[src/rtl/frr_pkg.sv]
// ----------------------------------------------------------------------------
// frr_pkg
// Types, character constants and code helpers for the FTP reply recognizer.
// ----------------------------------------------------------------------------
package frr_pkg;

   // Received byte classes
   typedef enum logic [2:0] {
      CLS_DIGIT,
      CLS_SPACE,
      CLS_MINUS,
      CLS_CR,
      CLS_LF,
      CLS_OTHER
   } byte_class_type;

   localparam logic [7:0] CHAR_DIGIT_LO = 8'h30;
   localparam logic [7:0] CHAR_DIGIT_HI = 8'h39;
   localparam logic [7:0] CHAR_SPACE    = 8'h20;
   localparam logic [7:0] CHAR_MINUS    = 8'h2D;
   localparam logic [7:0] CHAR_CR       = 8'h0D;
   localparam logic [7:0] CHAR_LF       = 8'h0A;

   // Recognizer state, one-hot. The first tail digit is consumed from the
   // line prefix state, so it has no state of its own.
   typedef enum logic [13:0] {
      PH_HEAD1       = 14'b00_0000_0000_0001,
      PH_HEAD2       = 14'b00_0000_0000_0010,
      PH_HEAD3       = 14'b00_0000_0000_0100,
      PH_HEAD_SEP    = 14'b00_0000_0000_1000,
      PH_LINE_CR     = 14'b00_0000_0001_0000,
      PH_LINE_LF     = 14'b00_0000_0010_0000,
      PH_LINE_PREFIX = 14'b00_0000_0100_0000,
      PH_TAIL2       = 14'b00_0000_1000_0000,
      PH_TAIL3       = 14'b00_0001_0000_0000,
      PH_TAIL_SPACE  = 14'b00_0010_0000_0000,
      PH_END_CR      = 14'b00_0100_0000_0000,
      PH_END_LF      = 14'b00_1000_0000_0000,
      PH_ERROR       = 14'b01_0000_0000_0000,
      PH_DONE        = 14'b10_0000_0000_0000
   } phase_type;

   localparam int unsigned STATUS_W = 2;
   localparam int unsigned PHASE_W  = 4;

   localparam logic [STATUS_W-1:0] STATUS_BUSY  = 2'd0;
   localparam logic [STATUS_W-1:0] STATUS_DONE  = 2'd1;
   localparam logic [STATUS_W-1:0] STATUS_ERROR = 2'd2;

   localparam logic [PHASE_W-1:0] CODE_HEAD1       = 4'd0;
   localparam logic [PHASE_W-1:0] CODE_HEAD2       = 4'd1;
   localparam logic [PHASE_W-1:0] CODE_HEAD3       = 4'd2;
   localparam logic [PHASE_W-1:0] CODE_HEAD_SEP    = 4'd3;
   localparam logic [PHASE_W-1:0] CODE_LINE_CR     = 4'd4;
   localparam logic [PHASE_W-1:0] CODE_LINE_LF     = 4'd5;
   localparam logic [PHASE_W-1:0] CODE_LINE_PREFIX = 4'd6;
   localparam logic [PHASE_W-1:0] CODE_TAIL2       = 4'd8;
   localparam logic [PHASE_W-1:0] CODE_TAIL3       = 4'd9;
   localparam logic [PHASE_W-1:0] CODE_TAIL_SPACE  = 4'd10;
   localparam logic [PHASE_W-1:0] CODE_END_CR      = 4'd11;
   localparam logic [PHASE_W-1:0] CODE_END_LF      = 4'd12;

   // Wait-state number reported with each result, with 7 unused; 0 once finished
   function automatic logic [PHASE_W-1:0] phase_code(input phase_type ph);
      logic [PHASE_W-1:0] code;
      unique case (ph)
         PH_HEAD1:       code = CODE_HEAD1;
         PH_HEAD2:       code = CODE_HEAD2;
         PH_HEAD3:       code = CODE_HEAD3;
         PH_HEAD_SEP:    code = CODE_HEAD_SEP;
         PH_LINE_CR:     code = CODE_LINE_CR;
         PH_LINE_LF:     code = CODE_LINE_LF;
         PH_LINE_PREFIX: code = CODE_LINE_PREFIX;
         PH_TAIL2:       code = CODE_TAIL2;
         PH_TAIL3:       code = CODE_TAIL3;
         PH_TAIL_SPACE:  code = CODE_TAIL_SPACE;
         PH_END_CR:      code = CODE_END_CR;
         PH_END_LF:      code = CODE_END_LF;
         default:        code = CODE_HEAD1;
      endcase
      return code;
   endfunction

   function automatic logic [STATUS_W-1:0] phase_status(input phase_type ph);
      logic [STATUS_W-1:0] st;
      unique case (ph)
         PH_DONE:  st = STATUS_DONE;
         PH_ERROR: st = STATUS_ERROR;
         default:  st = STATUS_BUSY;
      endcase
      return st;
   endfunction

endpackage

[src/rtl/frr_if.sv]
// ----------------------------------------------------------------------------
// frr_req_if / frr_rsp_if
// Valid/ready channels carrying received bytes in and reply status out.
// ----------------------------------------------------------------------------
interface frr_req_if;
   logic       valid;
   logic       ready;
   logic [7:0] rx_byte;
   logic       restart;

   modport source (output valid, output rx_byte, output restart, input ready);
   modport sink   (input valid, input rx_byte, input restart, output ready);
endinterface

interface frr_rsp_if;
   logic                           valid;
   logic                           ready;
   logic [frr_pkg::STATUS_W-1:0]   status;
   logic [frr_pkg::PHASE_W-1:0]    parse_phase;

   modport source (output valid, output status, output parse_phase, input ready);
   modport sink   (input valid, input status, input parse_phase, output ready);
endinterface

[src/rtl/frr_classify.sv]
// ----------------------------------------------------------------------------
// frr_classify
// Sorts a received byte into digit, space, minus, CR, LF or other.
// ----------------------------------------------------------------------------
module frr_classify (
   input  logic [7:0]              rx_byte,
   output frr_pkg::byte_class_type byte_class
);

   always_comb begin
      if (rx_byte >= frr_pkg::CHAR_DIGIT_LO && rx_byte <= frr_pkg::CHAR_DIGIT_HI) begin
         byte_class = frr_pkg::CLS_DIGIT;
      end else if (rx_byte == frr_pkg::CHAR_SPACE) begin
         byte_class = frr_pkg::CLS_SPACE;
      end else if (rx_byte == frr_pkg::CHAR_MINUS) begin
         byte_class = frr_pkg::CLS_MINUS;
      end else if (rx_byte == frr_pkg::CHAR_CR) begin
         byte_class = frr_pkg::CLS_CR;
      end else if (rx_byte == frr_pkg::CHAR_LF) begin
         byte_class = frr_pkg::CLS_LF;
      end else begin
         byte_class = frr_pkg::CLS_OTHER;
      end
   end

endmodule

[src/rtl/frr_advance.sv]
// ----------------------------------------------------------------------------
// frr_advance
// Next-state logic of the reply framing recognizer.
// ----------------------------------------------------------------------------
module frr_advance (
   input  frr_pkg::phase_type      phase,
   input  logic                    restart,
   input  frr_pkg::byte_class_type byte_class,
   output frr_pkg::phase_type      next_phase
);

   frr_pkg::phase_type cur;

   // restart drops back to the first code digit before this byte is seen
   assign cur = restart ? frr_pkg::PH_HEAD1 : phase;

   always_comb begin
      unique case (cur)
         frr_pkg::PH_HEAD1:
            next_phase = (byte_class == frr_pkg::CLS_DIGIT) ? frr_pkg::PH_HEAD2
                                                           : frr_pkg::PH_ERROR;
         frr_pkg::PH_HEAD2:
            next_phase = (byte_class == frr_pkg::CLS_DIGIT) ? frr_pkg::PH_HEAD3
                                                           : frr_pkg::PH_ERROR;
         frr_pkg::PH_HEAD3:
            next_phase = (byte_class == frr_pkg::CLS_DIGIT) ? frr_pkg::PH_HEAD_SEP
                                                           : frr_pkg::PH_ERROR;
         frr_pkg::PH_HEAD_SEP: begin
            if (byte_class == frr_pkg::CLS_SPACE) begin
               next_phase = frr_pkg::PH_END_CR;
            end else if (byte_class == frr_pkg::CLS_MINUS) begin
               next_phase = frr_pkg::PH_LINE_CR;
            end else begin
               next_phase = frr_pkg::PH_ERROR;
            end
         end
         frr_pkg::PH_LINE_CR:
            next_phase = (byte_class == frr_pkg::CLS_CR) ? frr_pkg::PH_LINE_LF
                                                        : frr_pkg::PH_LINE_CR;
         frr_pkg::PH_LINE_LF:
            next_phase = (byte_class == frr_pkg::CLS_LF) ? frr_pkg::PH_LINE_PREFIX
                                                        : frr_pkg::PH_LINE_CR;
         frr_pkg::PH_LINE_PREFIX: begin
            // a digit opens the closing line; its code is not checked
            if (byte_class == frr_pkg::CLS_DIGIT) begin
               next_phase = frr_pkg::PH_TAIL2;
            end else if (byte_class == frr_pkg::CLS_SPACE) begin
               next_phase = frr_pkg::PH_LINE_CR;
            end else begin
               next_phase = frr_pkg::PH_ERROR;
            end
         end
         frr_pkg::PH_TAIL2:
            next_phase = (byte_class == frr_pkg::CLS_DIGIT) ? frr_pkg::PH_TAIL3
                                                           : frr_pkg::PH_ERROR;
         frr_pkg::PH_TAIL3:
            next_phase = (byte_class == frr_pkg::CLS_DIGIT) ? frr_pkg::PH_TAIL_SPACE
                                                           : frr_pkg::PH_ERROR;
         frr_pkg::PH_TAIL_SPACE:
            next_phase = (byte_class == frr_pkg::CLS_SPACE) ? frr_pkg::PH_END_CR
                                                           : frr_pkg::PH_ERROR;
         frr_pkg::PH_END_CR:
            next_phase = (byte_class == frr_pkg::CLS_CR) ? frr_pkg::PH_END_LF
                                                        : frr_pkg::PH_END_CR;
         frr_pkg::PH_END_LF:
            next_phase = (byte_class == frr_pkg::CLS_LF) ? frr_pkg::PH_DONE
                                                        : frr_pkg::PH_END_CR;
         frr_pkg::PH_ERROR: next_phase = frr_pkg::PH_ERROR;
         frr_pkg::PH_DONE:  next_phase = frr_pkg::PH_DONE;
         default:           next_phase = frr_pkg::PH_ERROR;
      endcase
   end

endmodule

[src/rtl/ftp_reply_frame_recognizer_top.sv]
// ----------------------------------------------------------------------------
// ftp_reply_frame_recognizer_top
// Tracks the framing of one FTP control reply, one received byte per transfer.
// ----------------------------------------------------------------------------
// Takes one byte every clock cycle while the result side is not stalled and
// returns one status per byte. Each byte is held in an input register,
// classed and run through the one-hot phase register's next-state logic, and
// the status and wait-state number land in a result register; the phase
// register update per byte sets the one-byte-per-cycle rate. Completion and
// framing error stay reported until a byte arrives with restart set. Stalls
// on the result side hold both stages and back-pressure the input.
module ftp_reply_frame_recognizer_top (
   input  logic      clock,
   input  logic      reset,
   frr_req_if.sink   req_if,
   frr_rsp_if.source rsp_if
);

   logic                          in_valid_ff, in_valid_in;
   logic [7:0]                    rx_byte_ff, rx_byte_in;
   logic                          restart_ff, restart_in;
   frr_pkg::phase_type            phase_ff, phase_in;
   logic                          rsp_valid_ff, rsp_valid_in;
   logic [frr_pkg::STATUS_W-1:0]  status_ff, status_in;
   logic [frr_pkg::PHASE_W-1:0]   parse_phase_ff, parse_phase_in;

   logic                    advance;
   logic                    move;
   logic                    req_xfer;
   frr_pkg::byte_class_type byte_class;
   frr_pkg::phase_type      next_phase;

   frr_classify u_classify (
      .rx_byte    (rx_byte_ff),
      .byte_class (byte_class)
   );

   frr_advance u_advance (
      .phase      (phase_ff),
      .restart    (restart_ff),
      .byte_class (byte_class),
      .next_phase (next_phase)
   );

   assign advance      = !rsp_valid_ff || rsp_if.ready;
   assign move         = in_valid_ff && advance;
   assign req_if.ready = !in_valid_ff || advance;
   assign req_xfer     = req_if.valid && req_if.ready;

   always_comb begin
      in_valid_in    = in_valid_ff;
      rx_byte_in     = rx_byte_ff;
      restart_in     = restart_ff;
      phase_in       = phase_ff;
      rsp_valid_in   = rsp_valid_ff;
      status_in      = status_ff;
      parse_phase_in = parse_phase_ff;

      if (req_if.ready) begin
         in_valid_in = req_if.valid;
      end
      if (req_xfer) begin
         rx_byte_in = req_if.rx_byte;
         restart_in = req_if.restart;
      end
      if (advance) begin
         rsp_valid_in = in_valid_ff;
      end
      if (move) begin
         phase_in       = next_phase;
         status_in      = frr_pkg::phase_status(next_phase);
         parse_phase_in = frr_pkg::phase_code(next_phase);
      end
   end

   always_ff @(posedge clock) begin
      if (reset) begin
         in_valid_ff  <= 1'b0;
         rsp_valid_ff <= 1'b0;
         phase_ff     <= frr_pkg::PH_HEAD1;
      end else begin
         in_valid_ff  <= in_valid_in;
         rsp_valid_ff <= rsp_valid_in;
         phase_ff     <= phase_in;
      end
   end

   always_ff @(posedge clock) begin
      rx_byte_ff     <= rx_byte_in;
      restart_ff     <= restart_in;
      status_ff      <= status_in;
      parse_phase_ff <= parse_phase_in;
   end

   assign rsp_if.valid       = rsp_valid_ff;
   assign rsp_if.status      = status_ff;
   assign rsp_if.parse_phase = parse_phase_ff;

endmodule

[src/flat_wrapper.sv]
// flat-port wrapper written by rule: the top's interface ports become plain ports
module ftp_reply_frame_recognizer_top_flat 
  (clock, reset, req_if_valid, req_if_rx_byte, req_if_restart, req_if_ready, rsp_if_valid, rsp_if_status, rsp_if_parse_phase, rsp_if_ready);
  frr_req_if req_if_i ();
  frr_rsp_if rsp_if_i ();
  input  logic clock;
  input  logic reset;
  input wire logic [$bits(req_if_i.valid)-1:0] req_if_valid;
  input wire logic [$bits(req_if_i.rx_byte)-1:0] req_if_rx_byte;
  input wire logic [$bits(req_if_i.restart)-1:0] req_if_restart;
  output wire logic [$bits(req_if_i.ready)-1:0] req_if_ready;
  output wire logic [$bits(rsp_if_i.valid)-1:0] rsp_if_valid;
  output wire logic [$bits(rsp_if_i.status)-1:0] rsp_if_status;
  output wire logic [$bits(rsp_if_i.parse_phase)-1:0] rsp_if_parse_phase;
  input wire logic [$bits(rsp_if_i.ready)-1:0] rsp_if_ready;
  assign req_if_i.valid = req_if_valid;
  assign req_if_i.rx_byte = req_if_rx_byte;
  assign req_if_i.restart = req_if_restart;
  assign req_if_ready = req_if_i.ready;
  assign rsp_if_valid = rsp_if_i.valid;
  assign rsp_if_status = rsp_if_i.status;
  assign rsp_if_parse_phase = rsp_if_i.parse_phase;
  assign rsp_if_i.ready = rsp_if_ready;
  ftp_reply_frame_recognizer_top u_core (.clock(clock), .reset(reset), .req_if(req_if_i), .rsp_if(rsp_if_i));
endmodule
[config.mk]
export PLATFORM = sky130hd
export DESIGN_NAME = ftp_reply_frame_recognizer_top_flat
export DESIGN_NICKNAME = d
export VERILOG_FILES = /design/src/rtl/frr_pkg.sv /design/src/rtl/frr_if.sv /design/src/rtl/frr_classify.sv /design/src/rtl/frr_advance.sv /design/src/rtl/ftp_reply_frame_recognizer_top.sv /design/src/flat_wrapper.sv
export SDC_FILE = /design/constraint.sdc
export NUM_CORES = 1
export LEC_CHECK = 0
export CAP_MARGIN = 25
export CORE_ASPECT_RATIO = 1.75
export CORE_UTILIZATION = 27
export CTS_CLUSTER_SIZE = 14
export DETAILED_ROUTE_END_ITERATION = 10
export DONT_BUFFER_PORTS = 1
export PLACE_DENSITY_LB_ADDON = 0.12
export SLEW_MARGIN = 30
export SYNTH_ARGS = -nofsm -noshare
export SYNTH_HDL_FRONTEND = slang
export SYNTH_SLANG_ARGS = --single-unit
[constraint.sdc]
create_clock -name clock -period 2.7 [get_ports clock]
set_input_delay 0.135 -clock clock [delete_from_list [all_inputs] [get_ports clock]]
set_output_delay 0.135 -clock clock [all_outputs]
set_load 0.005 [all_outputs]
==> impl_metrics.py <==
metrics = {
    "timing": {
        "skew_ns": 0.00208,
        "period_minus_slack_ns": 2.26,
        "grt_setup_unrepaired": "false",
        "finalSetupViolCount": 0,
        "worst_pin_slew_ns": 0.653,
        "fin_setup_tns_ns": 0,
        "final.period_utilization_pct": 83.7,
        "slew_viol_final": 0,
        "hold_viol": 0,
        "relSlewSlack_pct": 56.3,
        "max_freq_mhz": 442,
    },
    "cells_and_area": {
        "num-fill-cells": 672,
        "post-route-util_pct": 32.5,
        "antennaDiodeCount": 0,
        "area_delta_synth_final_pct": 15.7,
        "nNetsFinal": 202,
        "most-common-layout-cells": "nand2_1 (21), nor2_1 (19), dfxtp_1 (16)",
        "drive_gt1_share_pct": 9.47,
        "final_common_cell": "nand2_1",
    },
    "power": {
        "p_int_w": 0.000729,
        "switching_share_pct": 24.9,
        "combPwrFrac_pct": 9.8,
        "power.total_w": 0.000971,
        "p_sw_w": 0.000242,
        "ir_worst_vdd_v": 0.000271,
        "p_clk_share_pct": 35.4,
        "seqPwrFrac_pct": 54.8,
        "p_leak_nw": 0.648,
        "p_per_area_nw_per_um2": 504,
    },
    "detailed_routing": {
        "vias": 1396,
        "via_per_inst": 5.21,
        "dr.pass1.iters": 4,
        "wire_per_inst_microns": 15.4,
        "drtIter0Drc": 55,
        "drc": 0,
        "finalWirelength_microns": 4120,
        "ant_nets": 0,
    },
    "synthesis": {
        "synth_compound_area_share_pct": 12.9,
        "synth-xor-area-share_pct": 1.05,
        "synth_area_per_cell_sq_um": 9.31,
        "yosysSeqAreaShare_pct": 46.2,
        "synth.mux.area_fraction_pct": 0,
        "synth_seq_cells": 31,
        "synth-edff-count": 15,
        "syn_nets": 192,
        "synth_fa_ha_area_share_pct": 0,
        "syn_inst": 179,
        "synth_area_sq_um": 1670,
        "ys_async_sr_fraction_pct": 0,
        "ys.flop_type": "dfxtp_1",
        "synth_cell_type_count": 45,
        "yosysWarningCount": 0,
        "synth_top_family_by_area": "simple AND/OR/NAND/NOR gates",
        "synth-simple-area-share_pct": 35.7,
    },
    "clock_tree": {
        "cts.htree.levels": 2,
        "clock-sinks": 31,
        "clkTransAtPathRegs_ns": 0.06,
        "postCtsSetupRepairBufs": 0,
        "cts_tree": "done",
        "cts_resized": 0,
        "numCtsBuffers": 5,
        "clockBufferDepth": 2,
        "clockRootBuffer": "clkbuf_8",
        "worstSkewPairLatency_ns": 0.28,
    },
    "placed_design": {
        "gp_congestion": 0.874,
        "io_buffers": 0,
        "dpl.hpwl_microns": 3010,
    },
    "die": {
        "boundaryPins": 21,
        "die_h_microns": 106,
        "start_util_pct": 28.1,
        "rows": 37,
        "die_w_microns": 61.4,
        "die_area_sq_um": 6500,
        "coreArea_sq_um": 5930,
    },
    "grt": {
        "grt_pass1_wl_microns": 6550,
        "grt_pass1_vias": 1387,
        "gr-usage-all-layers_pct": 14.1,
        "grt_max_degree": 18,
        "grt-ovfl-total": 0,
        "antenna_found_initial": 0,
    },
    "setup_path": {
        "startpoint_type": "register",
        "crit_path_max_fanout": 4,
        "arrival_ns": 2.28,
        "endpoint_kind": "register",
        "critPathRequiredTime_ns": 2.72,
        "crit_type": "register to register",
    },
    "flow_run": {
        "maxCapViolations": 0,
    },
    "min_path": {
        "min_path_type": "input pin to register",
    },
    "outcome": {
        "outcome": "complete, no violations",
    },
}
final timing paths:
| check | cells after the start | slack [ns] | endpoint | startpoint |
|---|---|---|---|---|
| worst min register to register | 2 | 0.52 | u_core.phase_ff[1] | u_core.phase_ff[1] |
| worst max-delay path | 5 | 0.44 | u_core.rsp_if.parse_phase[2] | u_core.rx_byte_ff[4] |
| worst max register to register | 5 | 0.44 | u_core.rsp_if.parse_phase[2] | u_core.rx_byte_ff[4] |
| worst min-delay path | 2 | 0.01 | u_core.phase_ff[10] | reset |
layer usage:
metal / wire [microns] / vias to the layer above / track usage [%] / part of all wire [%]
met5: 0 / - / 0 / 0
met4: 201 / 0 / 9.21 / 4.9
met3: 175 / 11 / 3.41 / 4.3
met2: 2290 / 46 / 24.7 / 56
met1: 1450 / 658 / 13.9 / 35
li1: - / 681 / - / -
metrics by stage:
step	std cells	hold slack (ns)	setup slack, ns	instance area, sq um
floorplan	179	0.234	0.555	1670
global placement	249	0.207	0.516	1740
detailed placement	249	0.208	0.469	1740
CTS	268	0.00727	0.457	1930
global route	268	0.0157	0.357	1930
finish	268	0.0103	0.439	1930
Yosys cell counts, drive strengths merged, types with 5 or more instances:
cell    number  area [sq um]
nand2       21          78.8
nor2        19          71.3
dfxtp       16           320
edfxtp      15           450
a21oi       13          65.1
nor3        10          50.1
nand3        9          45.0
nand4        7          43.8
buf          6          32.5
clkbuf       6          23.8
nor4b        6          67.6
nand2b       5          38.8
cell type report:
| type | instances | area, sq um | area share (%) |
|---|---|---|---|
| Multi-Input combinational cell | 133 | 828 | 43.0 |
| Timing Repair Buffer | 15 | 140 | 7.27 |
| Sequential cell | 31 | 771 | 40.0 |
| Clock inverter | 2 | 7.51 | 0.389 |
| Clock buffer | 6 | 72.6 | 3.76 |
| Tap cell | 78 | 97.6 | 5.06 |
| Inverter | 3 | 11.3 | 0.584 |
cell families (layout without fill, tap and decap cells):
kind of cell | after synthesis | count (layout)
AND/OR/NAND/NOR | 97 | 97
XOR/XNOR | 2 | 2
flip-flops | 31 | 31
AO/OA/AOI/OAI | 34 | 34
buffers and inverters | 15 | 26
timing repair:
action / CTS / global route
endpoints found under the hold margin: 24 / 0
endpoints found under the setup margin: 0 / 0
hold buffers: 11 / 0
worst max-delay path: stages, from the launching register on:
cell	delay, ns
edfxtp_1	0.44
nor4b_4	0.34
nand4b_2	0.18
nand2b_4	0.18
a221o_1	0.35
or4_4	0.51
power by group through the flow:
stage	registers [W]	logic [W]	clock network, W
floorplan	0.000533	0.0000712	0
global placement	0.000542	0.0000803	0
detailed placement	0.000543	0.0000798	0
CTS	0.000532	0.0000959	0.000357
global route	0.000535	0.000105	0.000373
finish	0.000532	0.0000952	0.000343
flip-flops by register name (all words and copies together) (netlist names):
| name | cells |
|---|---|
| u_core.phase_ff | 14 |
| u_core.rx_byte_ff | 8 |
| u_core.rsp_if.parse_phase | 4 |
| u_core.rsp_if.status | 2 |
| u_core.in_valid_ff | 1 |
| u_core.restart_ff | 1 |
| u_core.rsp_if.valid | 1 |
No activity file was read; power rests on OpenSTA's default activity.
